File: src/design/srd_pkg.sv
package srd_pkg;

  localparam int unsigned MARK_W  = 8;
  localparam int unsigned SUBJ_W  = 5;
  localparam int unsigned TOTAL_W = 12;
  localparam int unsigned NUM_W   = 6;
  localparam int unsigned POS_W   = 7;

  localparam logic [TOTAL_W-1:0] TOTAL_MAX = {TOTAL_W{1'b1}};

  // One stored record: total and arrival number minus one.
  typedef struct packed {
    logic [TOTAL_W-1:0] total;
    logic [NUM_W-1:0]   num;
  } rec_t;

  // Insertion wave travelling down the chain; slot is the free cell it fills.
  // moved marks a record already pushed out of its cell: it must take every
  // following cell so that it stays ahead of records that came after it.
  typedef struct packed {
    logic             valid;
    logic             moved;
    logic [NUM_W-1:0] slot;
    rec_t             rec;
  } wave_t;

  typedef enum logic [1:0] {
    ST_FILL,
    ST_SETTLE,
    ST_DRAIN
  } state_e;

endpackage

File: src/design/srd_cell.sv
module srd_cell #(
  parameter int unsigned CELL_IDX = 0
) (
  input  logic           clk_i,
  input  logic           rst_ni,
  input  srd_pkg::wave_t wave_i,
  input  logic           shift_i,
  input  srd_pkg::rec_t  below_i,
  output srd_pkg::rec_t  held_o,
  output srd_pkg::wave_t wave_o
);
  import srd_pkg::*;

  localparam logic [NUM_W-1:0] MY_SLOT = NUM_W'(CELL_IDX);

  rec_t  held_q, held_d;
  wave_t wave_q, wave_d;
  logic  land;
  logic  win;

  always_comb begin
    land   = wave_i.valid && (wave_i.slot == MY_SLOT);
    win    = wave_i.valid && !land &&
             (wave_i.moved || (wave_i.rec.total > held_q.total));
    held_d = held_q;
    if (shift_i) begin
      held_d = below_i;
    end else if (land || win) begin
      held_d = wave_i.rec;
    end
    // Pass the loser on; a landed wave ends here.
    wave_d       = wave_i;
    wave_d.valid = wave_i.valid && !land;
    if (win) begin
      wave_d.rec   = held_q;
      wave_d.moved = 1'b1;
    end
  end

  always_ff @(posedge clk_i) begin
    held_q <= held_d;
  end

  always_ff @(posedge clk_i or negedge rst_ni) begin
    if (!rst_ni) begin
      wave_q <= '0;
    end else begin
      wave_q <= wave_d;
    end
  end

  assign held_o = held_q;
  assign wave_o = wave_q;

endmodule

File: config.mk
export PLATFORM = sky130hd
export DESIGN_NAME = srd_cell
export DESIGN_NICKNAME = d
export VERILOG_FILES = /design/src/design/srd_pkg.sv /design/src/design/srd_cell.sv
export SDC_FILE = /design/constraint.sdc
export NUM_CORES = 1
export LEC_CHECK = 0
export BUFFER_PORTS_ARGS = -buffer_cell sky130_fd_sc_hd__buf_2
export CORE_AREA = 2 2 93 73
export CTS_BUF_LIST = sky130_fd_sc_hd__clkbuf_2
export DETAILED_ROUTE_END_ITERATION = 7
export DIE_AREA = 0 0 95 75
export SETUP_SLACK_MARGIN = 0.5
export SYNTH_ARGS = -nofsm -noshare
export SYNTH_HDL_FRONTEND = slang
export SYNTH_SLANG_ARGS = --single-unit
File: constraint.sdc
create_clock -name clk_i -period 6.1 [get_ports clk_i]
set_clock_uncertainty 0.15 [all_clocks]
set_input_delay 1.22 -clock clk_i [delete_from_list [all_inputs] [get_ports clk_i]]
set_output_delay 1.22 -clock clk_i [all_outputs]
set_load 0.02 [all_outputs]
Yosys cells after proc, flatten, opt, wreduce, memory -nomap -nowiden
Cells that the tools add are included.

Flip-flop bits (word level): 44. Input bits: 47. Logic and storage cells: 20.

Reductions and logical operators: 8. Mux-type cells: 4. Magnitude comparators: 1.

Operators with widths (count): $mux W18 (3); $gt A12 B12 Y1 (1); $logic_not A6 Y1 (1); $logic_and A1 B1 Y1 (3); $logic_or A1 B1 Y1 (2); $reduce_bool A2 Y1 (1); $logic_not A1 Y1 (1); $mux W1 (1).

Logic depth before layout (Yosys ltp)
Depth in word-level cells: 8. Depth in mapped cells: 8. Depth with buffers taken out: 7.

Worst setup path before layout
Ideal clock, no wire load.

Path type: input -> register. Start: in wave_i[16] (netlist name). End: reg held_q (netlist bit held_o[0]), enable pin. Path buffers: 1. Setup time: 0.378 ns. Data arrival time: 2.805 ns. Stages: 7. Setup slack: 2.767 ns. Cell sequence: ha_1 -> a21oi_1 -> nand2_1 -> a211o_1 -> o31ai_2 -> buf_6 -> nand2_1.

Cells in the longest elaborated chain, start to end: 5.

Ends and longest elaborated chain: start: declaration (line srd_cell.sv:6) `input srd_pkg::wave_t wave_i,`; $gt A12 B12 Y1 (line srd_cell.sv:24) `(wave_i.moved || (wave_i.rec.total > held_q.total));`; $logic_or A1 B1 Y1 (line srd_cell.sv:24); $logic_and A1 B1 Y1 (line srd_cell.sv:23) `win = wave_i.valid && !land &&`; $logic_or A1 B1 Y1 (line srd_cell.sv:28) `end else if (land || win) begin`; $reduce_bool A2 Y1 (no line); end signal: assignment (line srd_cell.sv:41) `held_q <= held_d;`; end: declaration (line srd_cell.sv:16) `rec_t held_q, held_d;`.

Every way passes these cells. A chain may end at the register's enable or synchronous reset.

Final worst setup path
Start: in wave_i[16] (netlist name). End: reg held_q (netlist bit held_o[9]), enable pin.

Same word-level chain as after synthesis.

==> results.yml <==
synth:
  synthFlopType: "dfrtp_1"
  syn_inst: 136
  synth.distinct_cells: 23
  yosysSeqAreaShare: 0.603
  synth_warnings: 0
  synth_area_leaders: "dfrtp_1 33%, edfxtp_1 27%, mux2_2 19%"
  yosysMostFrequentCell: "mux2_2"
  synth_edf_count: 18
  syn-cell-area_um2: 1980
  synth_commonest_cells: "33 x mux2_2, 26 x dfrtp_1, 18 x edfxtp_1"
  avgSynthCellArea_um2: 14.5
  syn-num-nets: 195
  synth_seq_cells: 44
  synth_top_area_frac: 0.329
  ys_async_sr_fraction: 0.591
  yosysTopAreaCell: "dfrtp_1"
status:
  outcome: "completed"
sta:
  final.setup.tns_ns: 0
  final_hold_viol_count: 0
  period_needed_ns: 3.16
  slew_headroom: 0.463
  finalSetupViolCount: 0
  clock.fmax_ghz: 0.317
  worstMarginPinSlew_ns: 0.803
  drv_slew: 0
  period_share: 0.517
  grt_setup_unrepaired: "false"
route:
  routed_wl_mm: 4.41
  drc: 0
  vias: 1394
  routedWlPerCell_um: 14.1
  vias_per_cell: 4.47
  drt_iter0_drc: 38
  drtAntennaViolNets: 0
  dr.pass1.iters: 4
clock_network:
  clkSinkCount: 44
  tritoncts: "yes"
  cts_buffer_depth: 2
  htreeDepth: 2
  clk_pin_slew_ns: 0.22
  hold_buffers: 0
  cts_made_buffers: 5
  clk_latency_ns: 0.38
  root_buffer: "clkbuf_2"
  cts_resized: 0
  postCtsSetupRepairBufs: 0
power_and_ir_drop:
  powerDensity_nw_per_um2: 258
  power.leakage_nw: 1.24
  ir_drop_mv: 0.110
  power.total_mw: 0.667
min_path:
  hold_depth: 1
  holdPathEnd: "wave_o[0]"
  min_from: "held_o[0]"
  worstHoldPathType: "flip-flop to flip-flop"
floorplanning:
  initial_utilization: 0.321
  core-area_um2: 6160
  num_io_pins: 91
  rows: 25
  die_x_um: 95
  die_y_um: 75
  die_area_um2: 7130
final_layout:
  synthToLayoutAreaGrowth_pct: 30.5
  fillCellCount: 614
  diodes: 0
  fin_nets: 289
  multi_input_area_um2: 716
  regArea_um2: 1190
  drive_gt1_frac: 0.576
critical_path:
  worstSetupStartpointType: "input port"
  cp.required_ns: 5.99
  crit_type: "input port to flip-flop"
  worstReg2RegEnd: "held_o[9]"
  crit_fanout: 18
  r2r-start: "held_o[16]"
  ff2ff_path_depth: 7
  crit_path_end_kind: "flip-flop"
  cp.arrival_ns: 3.04
  r2r_setup_slack_ns: 3.43
grt:
  grt_usage: 0.124
  first_global_vias: 1301
  top_usage_layer: "met2"
  grt_overflow: 0
  gr-usage-met1: 0.169
  grt_use_met3: 0.0320
  grt_max_degree: 27
  grt_pass1_wl_mm: 6.60
  antenna_found_initial: 0
  met2_usage: 0.195
place:
  place_congestion: 0.693
  hpwl_mm: 3.26
  io_buffers: 90
run:
  max-cap-violations: 0
## logic make-up after synthesis
| group | after synthesis | synth area share |
|---|---|---|
| flops | 44 | 0.603 |
| mux | 35 | 0.199 |
| buf+inv | 17 | 0.0399 |
| simple gates | 15 | 0.0361 |
| compound gates | 13 | 0.0462 |
| fa+ha+maj | 12 | 0.0759 |
## worst max path at each step
stage	from	to	slack, ns	depth (start not counted)
4_1_cts	wave_i[16]	held_o[4]	2.94	7
3_3_place_gp	wave_i[17]	held_o[2]	2.55	7
6_report	wave_i[16]	held_o[9]	2.94	7
3_5_place_dp	wave_i[16]	held_o[4]	2.48	7
2_1_floorplan	wave_i[16]	held_o[0]	2.77	7
5_1_grt	wave_i[17]	held_o[4]	2.84	7
## state kept, by name, summed over array words and instances, names as in the netlist
name	cells
wave_o	26
held_o	18
## cell type report
class                      count  share of cell area
timing repair buffer          91               0.177
multi-input combinational     75               0.277
clock inverter                 2              0.0136
clock buffer                   6              0.0116
sequential                    44               0.462
inverter                      13              0.0189
tap                           81              0.0393
## worst max-delay path, stage by stage
cell and delay [ns]:
buf_2 0.11, ha_1 0.31, nand4_1 0.15, nor2_1 0.17, a21boi_0 0.34, o31ai_4 0.12
nand2_1 0.61
## layout by cell type, fill, tap and decap left out, drive strengths merged
| master | n |
|---|---|
| o211ai | 1 |
| a211o | 1 |
| clkbuf | 6 |
| a31oi | 1 |
| a21oi | 4 |
| mux2 | 35 |
| a41oi | 1 |
| dfrtp | 26 |
| a21o | 1 |
| edfxtp | 18 |
| nor2b | 1 |
| clkinv | 1 |
| nor2 | 5 |
| nand3 | 2 |
| inv | 13 |
| nand4 | 3 |
| o31ai | 1 |
| o21ai | 1 |
| buf | 91 |
| nand2b | 1 |
| ha | 12 |
| a21boi | 2 |
| bufinv | 1 |
| nand2 | 3 |
## report_power, final
part / switching [mW] / leakage (nW) / internal, mW
clock network: 0.0919 / 0.0430 / 0.0706
logic: 0.0890 / 0.718 / 0.0636
registers: 0.0113 / 0.484 / 0.340
total: 0.192 / 1.24 / 0.474
## through the flow
| stage | util | instance area (um2) | cells | setup WS [ns] | hold slack [ns] |
|---|---|---|---|---|---|
| final | 0.419 | 2580 | 312 | 2.94 | 0.369 |
| after global routing | 0.419 | 2580 | 312 | 2.84 | 0.395 |
| after CTS | 0.419 | 2580 | 312 | 2.94 | 0.380 |
| after detailed placement | 0.408 | 2510 | 304 | 2.48 | 0.333 |
| after global placement | 0.408 | 2510 | 304 | 2.55 | 0.324 |
| after floorplan | - | 1980 | 136 | 2.77 | 0.471 |
## routing by layer
layer  routed length, um  share of wire
met5                   0              0
met4                  36         0.0082
met3                 324          0.073
met2                2040           0.46
met1                2010           0.46
(Power assumes the default switching activity.)
