===== src/design/srd_pkg.sv =====
package srd_pkg;

  localparam int unsigned MARK_W  = 8;
  localparam int unsigned SUBJ_W  = 5;
  localparam int unsigned TOTAL_W = 12;
  localparam int unsigned NUM_W   = 6;
  localparam int unsigned POS_W   = 7;

  localparam logic [TOTAL_W-1:0] TOTAL_MAX = {TOTAL_W{1'b1}};

  // One stored record: total and arrival number minus one.
  typedef struct packed {
    logic [TOTAL_W-1:0] total;
    logic [NUM_W-1:0]   num;
  } rec_t;

  // Insertion wave travelling down the chain; slot is the free cell it fills.
  // moved marks a record already pushed out of its cell: it must take every
  // following cell so that it stays ahead of records that came after it.
  typedef struct packed {
    logic             valid;
    logic             moved;
    logic [NUM_W-1:0] slot;
    rec_t             rec;
  } wave_t;

  typedef enum logic [1:0] {
    ST_FILL,
    ST_SETTLE,
    ST_DRAIN
  } state_e;

endpackage


===== src/design/srd_accum.sv =====
module srd_accum #(
  parameter int unsigned MAX_RECORDS  = 64,
  parameter int unsigned MAX_SUBJECTS = 16,
  parameter int unsigned MARK_BITS    = 8,
  localparam int unsigned CNT_W       = $clog2(MAX_RECORDS + 1)
) (
  input  logic                  clk_i,
  input  logic                  rst_ni,
  input  logic                  fire_i,
  input  logic [srd_pkg::MARK_W-1:0] mark_i,
  input  logic                  last_mark_i,
  input  logic [srd_pkg::SUBJ_W-1:0] subjects_i,
  input  logic                  clear_i,
  output srd_pkg::wave_t        wave_o,
  output logic [CNT_W-1:0]      count_o,
  output logic                  dropped_o
);
  import srd_pkg::*;

  localparam logic [MARK_W-1:0] MARK_MASK =
      (MARK_BITS >= MARK_W) ? {MARK_W{1'b1}} : MARK_W'((1 << MARK_BITS) - 1);
  localparam logic [SUBJ_W-1:0] SUBJ_MAX = SUBJ_W'(MAX_SUBJECTS);
  localparam logic [CNT_W-1:0]  CNT_FULL = CNT_W'(MAX_RECORDS);

  logic [TOTAL_W-1:0] sum_q, sum_d;
  logic [SUBJ_W-1:0]  mcnt_q, mcnt_d;
  logic [CNT_W-1:0]   count_q, count_d;
  logic               dropped_q, dropped_d;
  wave_t              wave_q, wave_d;

  logic [TOTAL_W:0]   sum_ext;
  logic [TOTAL_W-1:0] sum_sat;
  logic [SUBJ_W-1:0]  subj_eff;
  logic [SUBJ_W-1:0]  mcnt_inc;
  logic               close;
  logic               full;

  always_comb begin
    sum_ext  = {1'b0, sum_q} + (TOTAL_W + 1)'(mark_i & MARK_MASK);
    sum_sat  = sum_ext[TOTAL_W] ? TOTAL_MAX : sum_ext[TOTAL_W-1:0];
    subj_eff = subjects_i;
    if (subj_eff == '0) begin
      subj_eff = SUBJ_W'(1);
    end
    if (subj_eff > SUBJ_MAX) begin
      subj_eff = SUBJ_MAX;
    end
    mcnt_inc = mcnt_q + SUBJ_W'(1);
    close    = fire_i && ((mcnt_inc >= subj_eff) || last_mark_i);
    full     = (count_q >= CNT_FULL);
  end

  always_comb begin
    sum_d        = sum_q;
    mcnt_d       = mcnt_q;
    count_d      = count_q;
    dropped_d    = dropped_q;
    wave_d       = wave_q;
    wave_d.valid = 1'b0;
    if (clear_i) begin
      count_d   = '0;
      dropped_d = 1'b0;
    end else if (fire_i) begin
      if (close) begin
        sum_d  = '0;
        mcnt_d = '0;
        if (full) begin
          dropped_d = 1'b1;
        end else begin
          wave_d.valid     = 1'b1;
          wave_d.moved     = 1'b0;
          wave_d.slot      = NUM_W'(count_q);
          wave_d.rec.total = sum_sat;
          wave_d.rec.num   = NUM_W'(count_q);
          count_d          = count_q + CNT_W'(1);
        end
      end else begin
        sum_d  = sum_sat;
        mcnt_d = mcnt_inc;
      end
    end
  end

  always_ff @(posedge clk_i or negedge rst_ni) begin
    if (!rst_ni) begin
      sum_q     <= '0;
      mcnt_q    <= '0;
      count_q   <= '0;
      dropped_q <= 1'b0;
      wave_q    <= '0;
    end else begin
      sum_q     <= sum_d;
      mcnt_q    <= mcnt_d;
      count_q   <= count_d;
      dropped_q <= dropped_d;
      wave_q    <= wave_d;
    end
  end

  assign wave_o    = wave_q;
  assign count_o   = count_q;
  assign dropped_o = dropped_q;

endmodule


===== config.mk =====
export PLATFORM = sky130hd
export DESIGN_NAME = srd_accum
export DESIGN_NICKNAME = d
export VERILOG_FILES = /design/src/design/srd_pkg.sv /design/src/design/srd_accum.sv
export SDC_FILE = /design/constraint.sdc
export NUM_CORES = 1
export LEC_CHECK = 0
export BUFFER_PORTS_ARGS = -buffer_cell sky130_fd_sc_hd__clkbuf_2
export CAP_MARGIN = 0
export CORE_AREA = 2 2 89 91
export CTS_BUF_LIST = sky130_fd_sc_hd__clkbuf_16
export DETAILED_ROUTE_END_ITERATION = 10
export DIE_AREA = 0 0 91 93
export PLACE_DENSITY_LB_ADDON = 0.12
export REMOVE_ABC_BUFFERS = 1
export SYNTH_ARGS = -nofsm -noshare
export SYNTH_HDL_FRONTEND = slang
export SYNTH_SLANG_ARGS = --single-unit

===== constraint.sdc =====
create_clock -name clk_i -period 4.6 [get_ports clk_i]
set_input_delay 0.69 -clock clk_i [delete_from_list [all_inputs] [get_ports clk_i]]
set_output_delay 0.69 -clock clk_i [all_outputs]
set_load 0.02 [all_outputs]

Yosys cells after proc, flatten, opt, wreduce, memory -nomap -nowiden
Index checks and enable logic that the tools add are counted.
Widths: inputs -> output; s select.
{ "word_totals": {"regBits": 44, "in_bits": 18, "output_inout_bits": 34} }
{ "op_classes": {"add_sub_neg": 3, "order_cmp": 3, "n_eq_ne": 1, "muxes": 17, "bitwise": 2, "n_reduce_logical": 10} }
{ "ops": {"columns": ["cell", "n"], "rows": [
  ["$mux 26", 4],
  ["$mux 7", 4],
  ["$mux 12", 2],
  ["$mux 5", 3],
  ["$add 12x8->13", 1],
  ["$add 7x1->7 const B", 1],
  ["$ge 7x7->1 const B", 1],
  ["$reduce_and 3->1", 2],
  ["$reduce_bool 2->1", 3],
  ["$add 5x1->5 const B", 1],
  ["$ge 5x5->1", 1],
  ["$gt 5x5->1 const B", 1],
  ["$logic_not 5->1", 1],
  ["$mux 1", 4],
  ["$reduce_and 4->1", 1],
  ["$ne 2x2->1 const B", 1],
  ["$not 1->1", 2],
  ["$reduce_and 2->1", 1],
  ["$logic_and 1x1->1", 1],
  ["$logic_or 1x1->1", 1]
]} }

Logic depth before layout (Yosys ltp)
{ "depth": {"depth_word": 10, "mapped_depth": 11, "mapped_depth_nobuf": 10} }

Worst setup path after synthesis
OpenSTA, ideal clock, no wires.
{ "synth_timing": {"kind": "input to register", "from": "input port mark_i[0] (netlist name)", "to": "register wave_q (netlist bit wave_o[12])", "arrival_ns": 2.351, "setup_slack_ns": 2.124, "stages": 9, "path_buffers": 0, "cell_sequence": "ha_1 -> inv_1 -> fa_1 -> nand2b_2 -> a211oi_1 -> o21ai_0 -> a21boi_1 -> o21ai_2 -> mux2_4"} }
{ "synth_between": {"elab_chain_cells": 2} }
{ "synth_rtl": {"columns": ["element", "line_no", "source"], "rows": [
  ["start, declared", "srd_accum.sv:10", "input logic [srd_pkg::MARK_W-1:0] mark_i,"],
  ["$add 12x8->13", "srd_accum.sv:39", "sum_ext = {1'b0, sum_q} + (TOTAL_W + 1)'(mark_i & MARK_MASK);"],
  ["$mux 12", "srd_accum.sv:40", "sum_sat = sum_ext[TOTAL_W] ? TOTAL_MAX : sum_ext[TOTAL_W-1:0];"],
  ["end signal, assigned", "srd_accum.sv:96", "wave_q <= wave_d;"],
  ["end, declared", "srd_accum.sv:29", "wave_t wave_q, wave_d;"]
]} }
No other way between the ends.
A chain may end at the register's enable or synchronous reset.

Final worst setup path
{ "layout_timing": {"from": "register mcnt_q[0]", "to": "register wave_q (netlist bit wave_o[1])"} }
{ "layout_between": {"elab_chain_cells": 5} }
{ "layout_rtl": {"columns": ["element", "line_no", "source"], "rows": [
  ["start, declared", "srd_accum.sv:26", "logic [SUBJ_W-1:0] mcnt_q, mcnt_d;"],
  ["start signal, assigned", "srd_accum.sv:93", "mcnt_q <= mcnt_d;"],
  ["$add 5x1->5", "srd_accum.sv:48", "mcnt_inc = mcnt_q + SUBJ_W'(1);"],
  ["$ge 5x5->1", "srd_accum.sv:49", "close = fire_i && ((mcnt_inc >= subj_eff) || last_mark_i);"],
  ["$logic_or 1x1->1", "srd_accum.sv:49", null],
  ["$logic_and 1x1->1", "srd_accum.sv:49", null],
  ["$reduce_and 4->1 (no source line)", null, null]
]} }
No other way between the ends.

==> impl_metrics.yaml <==
outcome:
  status: "completed"
logic_synthesis:
  synth-edff-count: 0
  ys.flop_type: "dfrtp_1"
  yosysWarnings: 0
  syn_area_um2: 2570
  synth-seq-cells: 44
  synth-async-reset-ratio_pct: 100
  avgSynthCellArea_um2: 9.91
  yosysSeqAreaShare_pct: 42.9
  postSynthCellCount: 259
  synthDistinctLibCells: 56
drt:
  wl_per_cell_um: 13.5
  vias_per_cell: 4.81
  dr_total_vias: 1957
  route.detailed.drc: 0
  wl_mm: 5.49
  drtIter0Drc: 55
  drt_pass1_iterations: 4
  postRouteAntennaNets: 0
cts:
  cts_tree: "yes"
  clk_path_buf_depth: 2
  path_clk_slew_ps: 60
  post_cts_resized: 0
  post_cts_buffers: 0
  cts_root_buffer: "clkbuf_16"
  htreeDepth: 2
  clk_latency_ps: 280
  cts_made_buffers: 5
  cts-hold-fix-buffers: 0
  cts.sinks: 44
finish:
  final_common_cell: "clkbuf_2"
  fillers: 789
  n_antenna_cell: 0
  final_nets: 338
  layout.cells.most_common_list: "clkbuf_2 (50), dfrtp_1 (44), nor2_1 (29), nand2_1 (20), a21oi_1 (20)"
  syn_to_final_growth_pct: 17.7
  drive_gt1_share_pct: 27.2
critical_path:
  cp-end-kind: "register"
  worst_ep_arrival_time_ps: 3160
  crit_path_max_fanout: 17
  critPathRequiredTime_ps: 4770
  crit_type: "register to register"
  start_kind: "register"
  reg2reg_slack_ps: 1610
global_route:
  grt_pass1_wl_mm: 9.35
  overflow: 0
  grt_start_max_net_pins: 45
  grtUsageTotal_pct: 13.8
  antenna_found_initial: 0
  grt_pass1_vias: 1894
sta:
  clock_skew_ps: 4.76
  rsz0062_at_grt: "no"
  finalHoldViolCount: 0
  setup_viol: 0
  fin_tns_setup_ps: 0
  fin_crit_sh_pct: 65.0
  max_freq_mhz: 335
  slew_viol_final: 0
  min_period_ps: 2990
  finalWorstSetupSlack_ps: 1610
  maxSlewHeadroom_pct: 48.8
  worst_pin_slew_ps: 768
floorplan:
  num_rows: 32
  die-area_um2: 8460
  pin_count: 52
  core_um2: 7530
  die_w_um: 91
  initial_core_util_pct: 34.1
  die_height_um: 93
power_and_ir_drop:
  vdd.ir_drop.worst_mv: 0.138
  p_leak_nw: 1.43
  p_per_area_nw_per_um2: 449
hold_path:
  hp-class: "primary input to async pin"
job:
  max_cap_viol_count: 0
placed_design:
  io_buffer_count: 50
  post-dp-hpwl_mm: 4.09
  place_ws_ps: 1490
  gp_congestion: 0.774
-- per-stage QoR --
| step | hold slack, ps | power (mW) | util, % | area, um2 | std cells |
|---|---|---|---|---|---|
| after floorplan | 394 | 0.872 | - | 2460 | 243 |
| after global placement | 477 | 1.02 | 38.2 | 2880 | 399 |
| after global routing | 522 | 1.46 | 40.1 | 3020 | 407 |
| after detailed placement | 484 | 1.02 | 38.2 | 2880 | 399 |
| after CTS | 498 | 1.37 | 40.1 | 3020 | 407 |
| final | 487 | 1.35 | 40.1 | 3020 | 407 |
-- critical path: stages (launching register included) --
cell,delay [ps]
dfrtp_1,430
ha_1,270
xor2_1,170
ha_1,310
nand2_1,50
o21ai_1,130
a31oi_2,110
buf_4,200
nor3_4,510
buf_4,340
mux2_1,340
-- synth_stat cells, drive strengths merged (4+ instances only) --
| master | n | area, um2 |
|---|---|---|
| nand3 | 7 | 47.6 |
| xnor2 | 12 | 105 |
| nor2 | 31 | 126 |
| dfrtp | 44 | 1100 |
| a211oi | 7 | 77.6 |
| buf | 13 | 93.8 |
| and3 | 5 | 36.3 |
| nor2b | 7 | 51.3 |
| inv | 8 | 30.0 |
| a21oi | 20 | 100 |
| nor3 | 4 | 25.0 |
| ha | 15 | 188 |
| a31oi | 5 | 37.5 |
| mux2 | 7 | 82.6 |
| nand2 | 21 | 81.3 |
| o21ai | 21 | 109 |
-- routing by layer --
layer  GRT usage, %  vias up  wire length (um)
met3           3.55        5               178
met5              0        -                 0
met4           3.41        0                57
met2           21.3       37              2490
li1               -      996                 -
met1           19.4      919              2760
-- flip-flops by register name (all words and copies together) (netlist names) --
| signal | cells |
|---|---|
| sum_q | 12 |
| dropped_o | 1 |
| wave_o | 19 |
| count_o | 7 |
| mcnt_q | 5 |
-- power by group --
group          internal (mW)  total (mW)  switching [mW]
Combinational          0.194       0.484           0.289
Clock                  0.200       0.347           0.147
Sequential             0.465       0.524          0.0588
-- cell type report --
| cell class | instances | area [um2] | share of cell area, % |
|---|---|---|---|
| multi-input cells | 191 | 1340 | 44.3 |
| flip-flops and latches | 44 | 1100 | 36.5 |
| repair buffers | 54 | 280 | 9.28 |
| clock inverters | 3 | 18.8 | 0.622 |
| inverters | 8 | 30.0 | 0.995 |
| clock buffers | 5 | 125 | 4.14 |
| well taps | 102 | 128 | 4.23 |
-- cells by family (layout without fill, tap and decap cells) --
| group | after synthesis | after routing | share of synthesized area [%] |
|---|---|---|---|
| other cells | 1 | 1 | 0.146 |
| fa+ha+maj | 16 | 16 | 8.09 |
| mux | 8 | 8 | 3.61 |
| xor+xnor | 13 | 13 | 4.44 |
| flops | 44 | 44 | 42.9 |
| simple gates | 89 | 89 | 19.4 |
| buf+inv | 24 | 70 | 5.27 |
| compound gates | 64 | 64 | 16.1 |
-- path summary, 6_finish.rpt --
path                            startpoint         to  cells past startpoint
worst max-delay path             mcnt_q[0]  wave_o[1]                     10
worst min-delay path                rst_ni  wave_o[9]                      2
worst max register to register   mcnt_q[0]  wave_o[1]                     10
worst min register to register    sum_q[3]   sum_q[3]                      2
max in group asynchronous           rst_ni   sum_q[1]                      2
min in group clk_i                sum_q[3]   sum_q[3]                      2
(Power assumes the default switching activity.)
